File: config.mk
export PLATFORM = sky130hd
export DESIGN_NAME = erpp_finish
export DESIGN_NICKNAME = d
export VERILOG_FILES = /design/src/sv/erpp_pkg.sv /design/src/sv/erpp_finish.sv
export SDC_FILE = /design/constraint.sdc
export NUM_CORES = 1
export LEC_CHECK = 0
export BUFFER_PORTS_ARGS = -buffer_cell sky130_fd_sc_hd__buf_2
export CAP_MARGIN = 20
export CORE_ASPECT_RATIO = 1.5
export CORE_MARGIN = 4
export CORE_UTILIZATION = 45
export DETAILED_ROUTE_END_ITERATION = 6
export GPL_TIMING_DRIVEN = 0
export PLACE_DENSITY = 0.67
export REMOVE_ABC_BUFFERS = 1
export SLEW_MARGIN = 20
export SYNTH_ARGS = -nofsm -noshare
export SYNTH_HDL_FRONTEND = slang
export SYNTH_SLANG_ARGS = --single-unit
export TNS_END_PERCENT = 1
File: constraint.sdc
create_clock -name clk_i -period 3.65 [get_ports clk_i]
set_input_delay 0 -clock clk_i [delete_from_list [all_inputs] [get_ports clk_i]]
set_output_delay 0 -clock clk_i [all_outputs]
set_load 0.01 [all_outputs]
File: src/sv/erpp_pkg.sv
`timescale 1ns / 1ps
`default_nettype none

package erpp_pkg;

  localparam int COORD_BITS     = 12;
  localparam int TRIG_FRAC_BITS = 15;

  // Derived widths along the datapath
  localparam int TW   = TRIG_FRAC_BITS + 2;      // signed sine / cosine
  localparam int CW   = COORD_BITS;              // signed coordinate
  localparam int P1W  = TW + CW;                 // trig times coordinate
  localparam int Y1W  = P1W + 1;                 // after first rotation
  localparam int X2W  = TW + Y1W + 1;            // after second rotation
  localparam int XHW  = X2W - TRIG_FRAC_BITS;    // high part of x2
  localparam int AW   = TW + XHW + 1;            // high partial sum
  localparam int BW   = TW + TRIG_FRAC_BITS + 1; // low partial product
  localparam int TOPW = AW + 2;                  // sum with center offset
  localparam int QW   = TOPW - 2 * TRIG_FRAC_BITS;
  localparam int ANG_W = 9;
  localparam int CTR_W = 11;
  localparam int OUT_W = 14;

  localparam logic signed [QW-1:0] OUT_MAX = QW'((1 << (OUT_W - 1)) - 1);
  localparam logic signed [QW-1:0] OUT_MIN = -QW'(1 << (OUT_W - 1));

  // Move the 15-bit-fraction table entries to TRIG_FRAC_BITS
  localparam int TRIG_DN  = (TRIG_FRAC_BITS < 15) ? 15 - TRIG_FRAC_BITS : 0;
  localparam int TRIG_UP  = (TRIG_FRAC_BITS > 15) ? TRIG_FRAC_BITS - 15 : 0;
  localparam int TRIG_RND = (1 << TRIG_DN) >> 1;

  typedef enum logic [1:0] {
    REG_ANGLE_X = 2'd0,
    REG_ANGLE_Y = 2'd1,
    REG_ANGLE_Z = 2'd2,
    REG_CENTER  = 2'd3
  } cfg_reg_e;

  typedef struct packed {
    logic signed [TW-1:0] s1;
    logic signed [TW-1:0] c1;
    logic signed [TW-1:0] s2;
    logic signed [TW-1:0] c2;
    logic signed [TW-1:0] s3;
    logic signed [TW-1:0] c3;
  } trig_t;

  typedef struct packed {
    logic signed [AW-1:0] ax;
    logic signed [BW-1:0] bx;
    logic signed [AW-1:0] ay;
    logic signed [BW-1:0] by;
  } part_t;

  // round(sin(d) * 2^15) for d = 0..90
  function automatic logic [15:0] quarter_sine(input logic [6:0] d);
    logic [15:0] v;
    case (d)
      7'd0:  v = 16'd0;     7'd1:  v = 16'd572;   7'd2:  v = 16'd1144;
      7'd3:  v = 16'd1715;  7'd4:  v = 16'd2286;  7'd5:  v = 16'd2856;
      7'd6:  v = 16'd3425;  7'd7:  v = 16'd3993;  7'd8:  v = 16'd4560;
      7'd9:  v = 16'd5126;  7'd10: v = 16'd5690;  7'd11: v = 16'd6252;
      7'd12: v = 16'd6813;  7'd13: v = 16'd7371;  7'd14: v = 16'd7927;
      7'd15: v = 16'd8481;  7'd16: v = 16'd9032;  7'd17: v = 16'd9580;
      7'd18: v = 16'd10126; 7'd19: v = 16'd10668; 7'd20: v = 16'd11207;
      7'd21: v = 16'd11743; 7'd22: v = 16'd12275; 7'd23: v = 16'd12803;
      7'd24: v = 16'd13328; 7'd25: v = 16'd13848; 7'd26: v = 16'd14365;
      7'd27: v = 16'd14876; 7'd28: v = 16'd15384; 7'd29: v = 16'd15886;
      7'd30: v = 16'd16384; 7'd31: v = 16'd16877; 7'd32: v = 16'd17364;
      7'd33: v = 16'd17847; 7'd34: v = 16'd18324; 7'd35: v = 16'd18795;
      7'd36: v = 16'd19261; 7'd37: v = 16'd19720; 7'd38: v = 16'd20174;
      7'd39: v = 16'd20622; 7'd40: v = 16'd21063; 7'd41: v = 16'd21498;
      7'd42: v = 16'd21926; 7'd43: v = 16'd22348; 7'd44: v = 16'd22763;
      7'd45: v = 16'd23170; 7'd46: v = 16'd23571; 7'd47: v = 16'd23965;
      7'd48: v = 16'd24351; 7'd49: v = 16'd24730; 7'd50: v = 16'd25102;
      7'd51: v = 16'd25466; 7'd52: v = 16'd25822; 7'd53: v = 16'd26170;
      7'd54: v = 16'd26510; 7'd55: v = 16'd26842; 7'd56: v = 16'd27166;
      7'd57: v = 16'd27482; 7'd58: v = 16'd27789; 7'd59: v = 16'd28088;
      7'd60: v = 16'd28378; 7'd61: v = 16'd28660; 7'd62: v = 16'd28932;
      7'd63: v = 16'd29197; 7'd64: v = 16'd29452; 7'd65: v = 16'd29698;
      7'd66: v = 16'd29935; 7'd67: v = 16'd30163; 7'd68: v = 16'd30382;
      7'd69: v = 16'd30592; 7'd70: v = 16'd30792; 7'd71: v = 16'd30983;
      7'd72: v = 16'd31164; 7'd73: v = 16'd31336; 7'd74: v = 16'd31499;
      7'd75: v = 16'd31651; 7'd76: v = 16'd31795; 7'd77: v = 16'd31928;
      7'd78: v = 16'd32052; 7'd79: v = 16'd32166; 7'd80: v = 16'd32270;
      7'd81: v = 16'd32365; 7'd82: v = 16'd32449; 7'd83: v = 16'd32524;
      7'd84: v = 16'd32588; 7'd85: v = 16'd32643; 7'd86: v = 16'd32688;
      7'd87: v = 16'd32723; 7'd88: v = 16'd32748; 7'd89: v = 16'd32763;
      default: v = 16'd32768;
    endcase
    return v;
  endfunction

  function automatic logic [TW-1:0] trig_mag(input logic [6:0] d);
    logic [31:0] t;
    t = (32'(quarter_sine(d)) + 32'(TRIG_RND)) >> TRIG_DN;
    t = t << TRIG_UP;
    return t[TW-1:0];
  endfunction

  // d must be 0..359
  function automatic logic signed [TW-1:0] sin_deg(input logic [ANG_W-1:0] d);
    logic [ANG_W-1:0] f;
    logic             neg;
    logic [TW-1:0]    mag;
    if (d <= ANG_W'(90)) begin
      f = d;
      neg = 1'b0;
    end else if (d <= ANG_W'(180)) begin
      f = ANG_W'(180) - d;
      neg = 1'b0;
    end else if (d <= ANG_W'(270)) begin
      f = d - ANG_W'(180);
      neg = 1'b1;
    end else begin
      f = ANG_W'(360) - d;
      neg = 1'b1;
    end
    mag = trig_mag(f[6:0]);
    return neg ? -signed'(mag) : signed'(mag);
  endfunction

  function automatic logic [ANG_W-1:0] wrap360(input logic [ANG_W:0] a);
    logic [ANG_W:0] w;
    w = (a >= (ANG_W + 1)'(360)) ? a - (ANG_W + 1)'(360) : a;
    return w[ANG_W-1:0];
  endfunction

endpackage

`default_nettype wire

File: src/sv/erpp_finish.sv
`timescale 1ns / 1ps
`default_nettype none

module erpp_finish (
  input  wire logic                             clk_i,
  input  wire logic                             rst_ni,
  input  wire logic                             valid_i,
  input  wire logic signed [erpp_pkg::AW-1:0]   a_i,
  input  wire logic signed [erpp_pkg::BW-1:0]   b_i,
  input  wire logic [erpp_pkg::CTR_W-1:0]       center_i,
  output logic                                  valid_o,
  output logic signed [erpp_pkg::OUT_W-1:0]     result_o
);
  import erpp_pkg::*;

  localparam int F2 = 2 * TRIG_FRAC_BITS;

  // Stage E: fold the low part and the center into one sum
  logic                   ve_q;
  logic signed [TOPW-1:0] top_d, top_q;
  logic                   rem_zero_d, rem_zero_q;
  // Stage F: truncate toward zero and saturate
  logic                   vf_q;
  logic signed [TOPW-1:0] q_full;
  logic signed [QW-1:0]   q;
  logic                   exact;
  logic signed [OUT_W-1:0] res_d, res_q;

  always_comb begin
    top_d = TOPW'(a_i) + TOPW'(b_i >>> TRIG_FRAC_BITS)
          + (signed'(TOPW'(center_i)) <<< F2);
    rem_zero_d = (b_i[TRIG_FRAC_BITS-1:0] == '0);
  end

  always_comb begin
    q_full = top_q >>> F2;
    q      = q_full[QW-1:0];
    exact  = rem_zero_q && (top_q[F2-1:0] == '0);
    // floor to trunc: bump a negative inexact quotient up by one
    if (top_q[TOPW-1] && !exact) begin
      q = q + QW'(1);
    end
    if (q > OUT_MAX) begin
      res_d = OUT_MAX[OUT_W-1:0];
    end else if (q < OUT_MIN) begin
      res_d = OUT_MIN[OUT_W-1:0];
    end else begin
      res_d = q[OUT_W-1:0];
    end
  end

  always_ff @(posedge clk_i or negedge rst_ni) begin
    if (!rst_ni) begin
      ve_q <= 1'b0;
      vf_q <= 1'b0;
    end else begin
      ve_q <= valid_i;
      vf_q <= ve_q;
    end
  end

  always_ff @(posedge clk_i) begin
    top_q      <= top_d;
    rem_zero_q <= rem_zero_d;
    res_q      <= res_d;
  end

  assign valid_o  = vf_q;
  assign result_o = res_q;

endmodule

`default_nettype wire

; After elaboration in Yosys (flattened, before gate mapping)
; Index checks and enable logic that the tools add are counted.
[totals]
ff_bits = 70
wordCells = 17
[op_classes]
addsub = 3
mux = 2
n_lt_le_gt_ge = 2
reduce_logical = 5
[ops]
columns = operator, count
row1 = $add A52 B42 Y53, 1
row2 = $add A51 B18 Y52, 1
row3 = $logic_not A30 Y1, 1
row4 = $add A23 B2 Y23 const B, 1
row5 = $gt A23 B14 Y1 const B, 1
row6 = $lt A23 B14 Y1 const B, 1
row7 = $mux W23, 1
row8 = $logic_not A15 Y1, 1
row9 = $mux W14, 1
row10 = $logic_and A1 B1 Y1, 2
row11 = $logic_not A1 Y1, 1

; Logic depth before layout (Yosys ltp)
; Gate-level depths: netlist of the first run.
[logic_depth]
depth_word = 7
ltp_mapped = 13
ltp_nobuf = 13

; Worst setup path before layout of the first run
; No wires, ideal clock.
[synth_path]
kind = input -> register
start = input port a_i[1] (netlist name)
end = register top_q[33]
t_arrival_ps = 2947
cell_stages = 12
setup_slack_ps = 567
path_buffers = 0
cell_sequence = ha_1 > ha_1 > fa_1 > a21oi_2 > and4b_1 > or4_1 > a221o_1 > a211o_1 > a31oi_4 > o21ai_2 > mux2i_1 > o2111ai_1
[synth_between]
elab_chain_cells = 2
[synth_lines]
columns = item, line
row1 = start: declaration, erpp_finish.sv:8  ; input wire logic signed [erpp_pkg::AW-1:0] a_i,
row2 = $add A51 B18 Y52, erpp_finish.sv:30  ; top_d = TOPW'(a_i) + TOPW'(b_i >>> TRIG_FRAC_BITS)
row3 = $add A52 B42 Y53, erpp_finish.sv:31  ; + (signed'(TOPW'(center_i)) <<< F2);
row4 = named net top_d[33], erpp_finish.sv:20  ; logic signed [TOPW-1:0] top_d, top_q;
row5 = end signal: assignment, erpp_finish.sv:63  ; top_q <= top_d;
row6 = end: declaration, erpp_finish.sv:20
; The timed path passes the listed nets, and every way through them passes these cells.
; A chain may end at the register's enable or synchronous reset.

; Worst setup path after layout of the first run
[layout_path]
start = input port a_i[1] (netlist name)
end = register top_q[45]
; Same word-level chain as after synthesis.

==> run_results.csv, run 1 <==
group,metric,value,unit
placement,portBuffers,112,
final_layout,drive_above_1_share,18.6,%
flow_run,maxCapViolCount,0,
setup_path,r2r_slack,0.49,ns
timing,finalClockSkew,0.00477,ns
setup_path,crit_arrival,3.61,ns
pwr,p_per_area,487,mW/mm2
synth,ys.flop_type,"dfxtp_1",
setup_path,r2r-start,"top_q[34]",
placement,gp_congestion,0.952,
synth,yosysTopAreaCellShare,24.2,%
die,die_area,0.0144,mm2
die,core_area,0.0121,mm2
setup_path,required,3.91,ns
timing,slew_violations,0,
route,dr.pass1.iters,4,
pwr,p_leak,0.00320,uW
setup_path,cp-start-kind,"input pin",
timing,fin_hold_ws,0.0846,ns
timing,period_needed,3.35,ns
setup_path,path_cells,"buf_2 > ha_1 > ha_1 > fa_1 > a21oi_2 > and4b_1 > o311ai_0 > a21oi_1 > o2111ai_1 > nand2_1 > a221o_1 > a211oi_1 > xnor2_1",
pwr,max-vdd-ir-drop,0.271,mV
synth,synth_top_cell_by_area,"dfxtp_1",
clock_tree,insertion_delay,0.33,ns
final_layout,final_cell_area,0.00670,mm2
route,drc,0,
clock_tree,htree_num_levels,3,
final_layout,nNetsFinal,948,
final_layout,diodes,0,
global_routing,antenna_found_initial,0,
final_layout,syn2layout_area_growth,19.3,%
route,ant_nets,0,
clock_tree,path_clk_slew,0.05,ns
setup_path,crit_type,"in2reg",
die,start_util,46.3,%
die,die_y,145,um
synth,synth_area_leaders,"dfxtp_1, ha_1, a21oi_1",
timing,worst_pin_slew,0.861,ns
hold_path,holdCritStartpoint,"a_i[50]",
die,ios,113,
global_routing,grt_pass1_wl,21.9,mm
setup_path,cp-startpoint,"a_i[1]",
route,wire_per_inst,14.9,um
setup_path,cp_common_cell,"ha_1",
route,num_vias,5060,
clock_tree,clockRootBuffer,"clkbuf_16",
synth,async_flop_share,2.86,%
timing,finalSetupViolations,0,
timing,rsz0062_at_grt,"no",
synth,synth_edf_count,0,
global_routing,grt_pass1_vias,5015,
synth,synth_area_per_cell,8.90,um2
setup_path,crit_slowest_cell,"o311ai_0",
placement,placed_cell_area,0.00630,mm2
route,drt_wl_total,13.4,mm
timing,max_freq,298,MHz
synth,syn_area,0.00562,mm2
timing,hold_viol,0,
placement,dp.final_hpwl,10.8,mm
setup_path,max_stage_delay,0.66,ns
timing,slew_headroom,42.6,%
synth,yosysUniqueCellTypes,63,
synth,netlist_instances,631,
status,run_status,"finished clean",
synth,yosysSeqAreaShare,25.1,%
route,via_per_inst,5.60,
clock_tree,cts.sinks,70,
clock_tree,cts_tree,"built",
synth,ys_seq_elements,70,
clock_tree,clockBufferDepth,2,
timing,min_period_over_period,91.9,%
route,drtIter0Drc,230,
synth,yosysWarnings,0,
global_routing,grt_max_degree,35,
timing,tns,0,ns
die,dieWidth,99.2,um
clock_tree,cts_inserted_buffers,9,
setup_path,end_kind,"flip-flop",
die,num_rows,49,
hold_path,hold_class,"in2reg",
setup_path,critPathMaxFanout,3,
global_routing,grt-ovfl-total,0,
global_routing,grt_usage,18.7,%
report_power, final:
part / internal [uW] / total [uW] / switching, uW
registers: 1010 / 1150 / 139
logic: 549 / 1230 / 679
clock network: 564 / 885 / 321
total: 2120 / 3260 / 1140
registers in the layout, summed over array words and instances, names as in the netlist:
| name | flops |
|---|---|
| result_o | 14 |
| top_q | 53 |
| rem_zero_q | 1 |
| valid_o | 1 |
| ve_q | 1 |
routing by layer:
layer	share of wire [%]	track usage (%)	vias to the layer above
li1	-	-	2579
met1	41	20.6	2320
met2	52	35.2	128
met3	4.1	1.92	33
met4	3.5	9.35	0
met5	0	0	-
worst paths after layout:
kind	to	depth (start not counted)
hold reg to reg	valid_o	0
hold / removal	top_q[52]	4
max in group asynchronous	ve_q	3
setup / recovery	top_q[45]	13
setup reg to reg	result_o[1]	9
min in group asynchronous	valid_o	3
critical path, delay by kind of cell:
family,cells,cell delay (ns)
xor gates and xnor gates,1,0.15
AOI/OAI and AO/OA,6,2.02
and+or+nand+nor,2,0.38
adders and majority gates,3,0.96
buffers and inverters,1,0.10
through the flow:
step	total power (uW)	worst slack, ns	cells	util [%]
finish	3260	0.296	904	55.2
CTS	3280	0.208	904	55.2
global placement	2330	-0.376	880	51.9
global route	3490	0.0179	904	55.2
detailed placement	2370	-0.492	880	51.9
floorplan	2020	0.568	615	-
synthesized netlist by cell type, drive strengths merged (4+ instances only):
cell type   n
a31oi       8
dfxtp      68
xor2       23
clkbuf     14
a211oi     10
nor4       15
o21bai      8
inv        27
nand4      13
nand2      37
xnor2      36
ha         92
fa         12
a21oi      64
o2111ai     5
nand3      23
o211ai      4
o21ai      33
nor2b       9
a21o       27
nor3       10
and3       14
nor2       22
and2        4
layout make-up:
class,instances,area [um2]
Clock buffer,11,253
Fill cell,1129,5440
Timing Repair Buffer,120,647
Tap cell,153,191
Inverter,27,101
Multi-Input combinational cell,518,4040
Sequential cell,70,1410
Clock inverter,5,57.6
timing repair:
item                                    in CTS  in global routing
gates resized for setup                      1                  1
buffers inserted                             0                  0
hold buffers                                 8                  0
endpoints found under the hold margin        6                  0
endpoints found under the setup margin       3                  2
layout by cell type, fill, tap and decap left out, types with 7 or more instances in the layout:
| master | count |
|---|---|
| xnor2_1 | 36 |
| inv_1 | 27 |
| ha_1 | 92 |
| dfxtp_1 | 68 |
| nor3_1 | 9 |
| and3_1 | 14 |
| clkbuf_16 | 9 |
| fa_1 | 12 |
| o21ai_0 | 30 |
| o21bai_1 | 8 |
| nor4_1 | 14 |
| nand2_1 | 37 |
| a21o_1 | 27 |
| a21oi_1 | 63 |
| buf_2 | 111 |
| nor2b_1 | 9 |
| xor2_1 | 23 |
| a211oi_1 | 10 |
| nand4_1 | 13 |
| dlygate4sd3_1 | 8 |
| nor2_1 | 22 |
| nand3_1 | 23 |
| a31oi_1 | 7 |
cell families after synthesis:
family / Yosys count / synth area share (%)
AND/OR/NAND/NOR: 164 / 15.5
AO/OA/AOI/OAI: 187 / 21.7
flip-flops: 70 / 25.1
adder cells (fa/ha/maj): 104 / 24.8
XOR/XNOR: 59 / 9.20
buffers and inverters: 43 / 2.96
multiplexers: 4 / 0.779
Power figures use the tool's default switching activity.
==> run 2, diff against run 1 <==
--- a/config.mk
+++ b/config.mk
@@ -5,6 +5,7 @@
 export SDC_FILE = /design/constraint.sdc
 export NUM_CORES = 1
 export LEC_CHECK = 0
+export ABC_AREA = 1
 export BUFFER_PORTS_ARGS = -buffer_cell sky130_fd_sc_hd__buf_2
 export CAP_MARGIN = 20
 export CORE_ASPECT_RATIO = 1.5
@@ -12,7 +13,7 @@
 export CORE_UTILIZATION = 45
 export DETAILED_ROUTE_END_ITERATION = 6
 export GPL_TIMING_DRIVEN = 0
-export PLACE_DENSITY = 0.67
+export PLACE_DENSITY = 0.66
 export REMOVE_ABC_BUFFERS = 1
 export SLEW_MARGIN = 20
 export SYNTH_ARGS = -nofsm -noshare
==> run 2 against run 1 <==
  * Core utilization down 1.2 points
  * Flip-flop and latch count did not move
  * Clock-buffer cell count is 2 lower
  * Clock skew increased by 0.0070 ns
  * Critical path depth grew 2
  * Area after synthesis increased by 20%
  * Sequential power is essentially flat
  * Critical endpoint is now top_q[43]
==> run_results.csv, run 2 <==
group,metric,value,unit
pwr,switching_share,41.7,%
pwr,clkPwrFrac,24.9,%
final_layout,drive_above_1_share,12.2,%
route,drc,0,
synth,synth_commonest_cells,"nand2_1, nor2_1, inv_1, ha_1, dfxtp_1",
synth,yosysTopAreaCellShare,20.1,%
timing,worst_pin_slew,0.733,ns
setup_path,required,3.87,ns
pwr,p_leak,0.00387,uW
setup_path,crit_arrival,3.38,ns
final_layout,syn2layout_area_growth,17.3,%
synth,netlist_instances,1017,
clock_tree,cts.sinks,70,
final_layout,diodes,0,
clock_tree,cts_inserted_buffers,9,
die,start_util,46.1,%
global_routing,grt_usage,24.5,%
route,wire_per_inst,15.2,um
timing,rsz0062_at_grt,"no",
final_layout,nNetsFinal,1347,
final_layout,final_util,54.1,%
timing,setup_ws,0.498,ns
synth,yosysUniqueCellTypes,35,
global_routing,grt_pass1_vias,6748,
clock_tree,clockRootBuffer,"clkbuf_16",
global_routing,grt_pass1_wl,32.4,mm
synth,synth_area_leaders,"dfxtp_1, ha_1, nand2_1",
die,ios,113,
synth,syn_area,0.00676,mm2
final_layout,regMostFlops,"top_q",
clock_tree,cts_setup_buffers,0,
route,dr.pass1.iters,7,
timing,slew_headroom,50.8,%
timing,period_needed,3.15,ns
timing,finalSetupViolations,0,
placement,gp_congestion,0.941,
pwr,pwr-share-comb,43.8,%
final_layout,largest_reg_flops,53,
clock_tree,path_clk_slew,0.06,ns
setup_path,cp-start-kind,"input pin",
status,run_status,"finished clean",
clock_tree,htree_num_levels,3,
setup_path,end_kind,"flip-flop",
route,ant_nets,0,
synth,synth_area_per_cell,6.64,um2
placement,post-place-cells,1321,
final_layout,instances_no_fill,1346,
global_routing,grt_max_degree,35,
pwr,p_per_area,468,mW/mm2
die,die_area,0.0171,mm2
synth,synth_most_common_cell,"nand2_1",
setup_path,critPathMaxFanout,34,
pwr,switching_power,1550,uW
pwr,power.internal,2160,uW
final_layout,layout_commonest_cell,"nand2_1",
synth,async_flop_share,2.86,%
route,via_per_inst,5.11,
hold_path,hold_class,"in2reg",
die,die_y,158,um
synth,yosysWarnings,0,
placement,post-place-ws,-0.211,ns
timing,hold_viol,0,
timing,finalClockSkew,0.0117,ns
die,dieWidth,108,um
setup_path,crit_type,"in2reg",
synth,ys.flop_type,"dfxtp_1",
global_routing,grt-ovfl-total,0,
die,core_area,0.0147,mm2
pwr,finalPower,3710,uW
timing,slew_violations,0,
route,num_vias,6876,
placement,portBuffers,112,
timing,min_period_over_period,86.4,%
pwr,max-vdd-ir-drop,0.220,mV
timing,max_freq,317,MHz
pwr,power_frac_seq,31.3,%
final_layout,final_cell_mix,"nand2_1, nor2_1, inv_1, buf_2, ha_1",
placement,dp.final_hpwl,17.5,mm
route,drt_wl_total,20.4,mm
flow_run,maxCapViolCount,0,
synth,synth_top_cell_by_area,"dfxtp_1",
clock_tree,insertion_delay,0.35,ns
synth,synth_edf_count,0,
clock_tree,clockBufferDepth,2,
clock_tree,cts_tree,"built",
global_routing,antenna_found_initial,0,
synth,yosysSeqAreaShare,20.9,%
route,drtIter0Drc,309,
die,num_rows,54,
synth,ys_seq_elements,70,
run 2: changes by cell type after synthesis, moves of 14 or more:
| cell | before | now |
|---|---|---|
| nand2_1 | 37 | 260 |
| nor2_1 | 22 | 156 |
| inv_1 | 27 | 120 |
| xnor2_1 | 36 | 16 |
| xor2_1 | 23 | 43 |
| nand3_1 | 23 | 42 |
| a21o_1 | 27 | 9 |
| clkbuf_1 | 14 | 0 |
run 2: repair_timing:
item                                    CTS  global route
endpoints found under the setup margin    0             2
gates resized for setup                   0             1
hold buffers                              9             0
hold endpoints to repair                  5             0
run 2: layer usage:
layer	vias to the layer above	global-route usage, %	share of wire, %
met5	-	0	0
met2	159	48.5	54
met3	56	3.47	3.5
met4	0	13.3	5.8
li1	3589	-	-
met1	3072	23.9	36
run 2: path summary, 6_finish.rpt:
path                                start          end  slack (ns)  cells past startpoint
min in group asynchronous          rst_ni      valid_o        0.51                      3
worst max register to register  top_q[30]  result_o[2]        0.94                     12
max in group asynchronous          rst_ni         ve_q        3.02                      3
worst min register to register       ve_q      valid_o        0.35                      0
worst min-delay path              b_i[16]     top_q[1]       0.007                      3
worst max-delay path              b_i[32]    top_q[43]        0.50                     15
run 2: area by class of cell:
class / instances / area, um2
Multi-Input combinational cell: 822 / 4850
Inverter: 121 / 454
Tap cell: 196 / 245
Fill cell: 1581 / 6740
Timing Repair Buffer: 121 / 653
Sequential cell: 70 / 1410
Clock buffer: 9 / 225
Clock inverter: 7 / 86.3
run 2: per-stage QoR:
step                      TNS, ns  hold slack [ns]  cell area [um2]
after floorplan                 0           -0.296             6720
after global placement     -0.249           -0.216             7520
after detailed placement   -0.383           -0.212             7520
after CTS                       0          0.00922             7920
after global routing            0           0.0294             7930
final                           0          0.00749             7930
run 2: worst max-delay path, stage by stage:
cell and delay (ns):
clkbuf_4 0.46, inv_1 0.30, fa_1 0.58, inv_1 0.04
ha_1 0.35, nand2_1 0.13, nor2_1 0.16, inv_1 0.07
nor2_1 0.08, inv_1 0.05, nor3_1 0.44, nand3_1 0.13
nand3_1 0.24, a21oi_1 0.13, xnor2_1 0.14
run 2: power groups by stage:
stage / Clock (uW) / Combinational (uW) / Sequential [uW]
after detailed placement: 0 / 1610 / 1170
final: 923 / 1620 / 1160
after global routing: 961 / 1840 / 1180
after global placement: 0 / 1600 / 1170
after floorplan: 0 / 1100 / 1180
after CTS: 936 / 1630 / 1160
run 2: logic make-up after synthesis:
| family | after synthesis | share of synthesized area (%) |
|---|---|---|
| AOI/OAI and AO/OA | 152 | 12.8 |
| xor gates and xnor gates | 59 | 7.65 |
| adders and majority gates | 104 | 20.6 |
| buffers and inverters | 125 | 7.33 |
| DFF | 70 | 20.9 |
| and+or+nand+nor | 507 | 30.7 |
==> run 3, diff against run 2 <==
--- a/config.mk
+++ b/config.mk
@@ -10,10 +10,11 @@
 export CAP_MARGIN = 20
 export CORE_ASPECT_RATIO = 1.5
 export CORE_MARGIN = 4
-export CORE_UTILIZATION = 45
+export CORE_UTILIZATION = 55
+export CTS_CLUSTER_DIAMETER = 100
 export DETAILED_ROUTE_END_ITERATION = 6
 export GPL_TIMING_DRIVEN = 0
-export PLACE_DENSITY = 0.66
+export PLACE_DENSITY = 0.78
 export REMOVE_ABC_BUFFERS = 1
 export SLEW_MARGIN = 20
 export SYNTH_ARGS = -nofsm -noshare
==> run 3 against run 2 <==
  * Critical endpoint unchanged
  * Critical path type unchanged
  * Sequential power barely moved
  * Largest power group unchanged
  * Die area fell by 17%
  * Worst hold slack improved by 0.026 ns
==> run_results.csv, run 3 (synthesized netlist as in run 2, its figures left out) <==
group,metric,value,unit
setup_path,r2r-start,"top_q[21]",
setup_path,end_kind,"flip-flop",
final_layout,seqCellArea,0.00141,mm2
die,die_area,0.0142,mm2
clock_tree,clockRootBuffer,"clkbuf_16",
route,drc,0,
clock_tree,path_clk_slew,0.05,ns
pwr,power.internal,2220,uW
final_layout,largest_reg_flops,53,
die,ios,113,
timing,rsz0062_at_grt,"no",
pwr,p_leak,0.00387,uW
route,drtIter0Drc,350,
die,core_area,0.0120,mm2
placement,gp_congestion,0.982,
final_layout,multiInputGateArea,0.00485,mm2
final_layout,fill_cells,1200,
setup_path,max_stage_delay,0.57,ns
placement,dp.final_hpwl,16.7,mm
die,dieWidth,98.5,um
die,start_util,56.2,%
clock_tree,cts.sinks,70,
timing,hold_viol,0,
timing,finalSetupViolations,0,
setup_path,cp_common_cell,"inv_1",
final_layout,final_util,65.5,%
setup_path,crit_arrival,3.39,ns
clock_tree,cts_inserted_buffers,9,
setup_path,crit_type,"in2reg",
timing,slew_violations,0,
pwr,power_frac_seq,31.3,%
timing,min_period_over_period,86.8,%
final_layout,nNetsFinal,1347,
pwr,switching_power,1500,uW
clock_tree,cts_tree,"built",
placement,post-place-ws,-0.111,ns
timing,fin_hold_ws,0.0332,ns
timing,finalClockSkew,0.00717,ns
pwr,finalPower,3710,uW
clock_tree,clockBufferDepth,2,
timing,max_freq,315,MHz
setup_path,path_cells,"clkbuf_4 > inv_1 > fa_1 > inv_1 > ha_1 > nand2_1 > nor2_1 > inv_1 > nor2_1 > inv_1 > nor3_1 > nand3_1 > nand3_1 > a21oi_1 > xnor2_1",
timing,worst_pin_slew,0.688,ns
global_routing,antenna_found_initial,0,
die,num_rows,49,
clock_tree,cts_setup_buffers,0,
setup_path,cp-startpoint,"b_i[32]",
hold_path,holdCritStartpoint,"b_i[16]",
route,drt_wl_total,19.6,mm
final_layout,drive_above_1_share,12.1,%
route,wire_per_inst,15.0,um
setup_path,path_delay_family,"simple AND/OR/NAND/NOR gates",
final_layout,layout_commonest_cell,"nand2_1",
timing,period_needed,3.17,ns
die,die_y,144,um
pwr,switching_share,40.4,%
clock_tree,insertion_delay,0.34,ns
timing,slew_headroom,54.1,%
setup_path,endpoint,"top_q[43]",
flow_run,maxCapViolCount,0,
global_routing,grt-ovfl-total,0,
pwr,max-vdd-ir-drop,0.225,mV
final_layout,final_cell_mix,"nand2_1, nor2_1, inv_1, buf_2, ha_1",
global_routing,grt_pass1_wl,31.5,mm
status,run_status,"finished clean",
pwr,p_per_area,472,mW/mm2
setup_path,r2r_cells,10,
global_routing,grt_pass1_vias,6888,
setup_path,rr_endpoint,"result_o[4]",
timing,setup_ws,0.480,ns
placement,portBuffers,112,
setup_path,path_depth,15,
setup_path,cp-start-kind,"input pin",
setup_path,required,3.87,ns
final_layout,diodes,0,
hold_path,hold_class,"in2reg",
pwr,pwr-share-comb,43.3,%
pwr,clkPwrFrac,25.4,%
global_routing,grt_max_degree,35,
route,ant_nets,0,
timing,tns,0,ns
route,dr.pass1.iters,6,
route,via_per_inst,5.34,
final_layout,syn2layout_area_growth,16.6,%
setup_path,critPathMaxFanout,34,
setup_path,crit_slowest_cell,"fa_1",
final_layout,regMostFlops,"top_q",
route,num_vias,6960,
setup_path,cp.buffers_inverters,5,
clock_tree,htree_num_levels,3,
setup_path,r2r_slack,0.96,ns
global_routing,grt_usage,28.1,%
[run 3: area by class of cell]
cell class                      count  share of cell area, %
Multi-Input combinational cell    822                   61.6
Tap cell                          153                   2.43
Sequential cell                    70                   17.9
Timing Repair Buffer              121                   8.29
Clock inverter                      6                   1.11
Inverter                          121                   5.77
Clock buffer                       10                   2.91
[run 3: worst register-to-register path, stage by stage (launching register included)]
cell,delay (ns)
dfxtp_1,0.30
nor2_1,0.11
nand2_1,0.07
nor2_1,0.17
nand2_1,0.21
o21ai_2,0.62
o21ai_0,0.24
nor2_1,0.13
nand3b_1,0.10
o21bai_2,0.47
nand2_1,0.14
[run 3: routing by layer]
metal | part of all wire [%] | global-route usage (%)
met1 | 35 | 26.7
met2 | 53 | 54.9
met3 | 4.4 | 3.74
met4 | 7.2 | 19.4
met5 | 0 | 0
[run 3: worst min-delay path by stage]
stage	cells past startpoint	slack, ns	end
floorplan	0	-0.30	valid_o
global placement	1	-0.21	valid_o
detailed placement	1	-0.21	valid_o
CTS	3	0.05	top_q[1]
global route	3	0.07	top_q[1]
finish	3	0.03	top_q[1]
[run 3: timing repair]
item | 4_1_cts | 5_1_grt
resized for setup | 0 | 1
endpoints found under the setup margin | 0 | 1
hold endpoints to repair | 5 | 0
hold buffers | 9 | 0
[run 3: power by group through the flow]
| stage | registers (uW) | logic (uW) | clock network, uW |
|---|---|---|---|
| floorplan | 1180 | 1100 | 0 |
| global placement | 1170 | 1570 | 0 |
| detailed placement | 1180 | 1580 | 0 |
| CTS | 1160 | 1600 | 947 |
| global route | 1190 | 1820 | 979 |
| finish | 1160 | 1610 | 944 |
[run 3: through the flow]
step	instance area, um2	instances
final	7880	1303
after floorplan	6720	1013
after global placement	7470	1278
after CTS	7870	1303
after global routing	7880	1303
after detailed placement	7470	1278
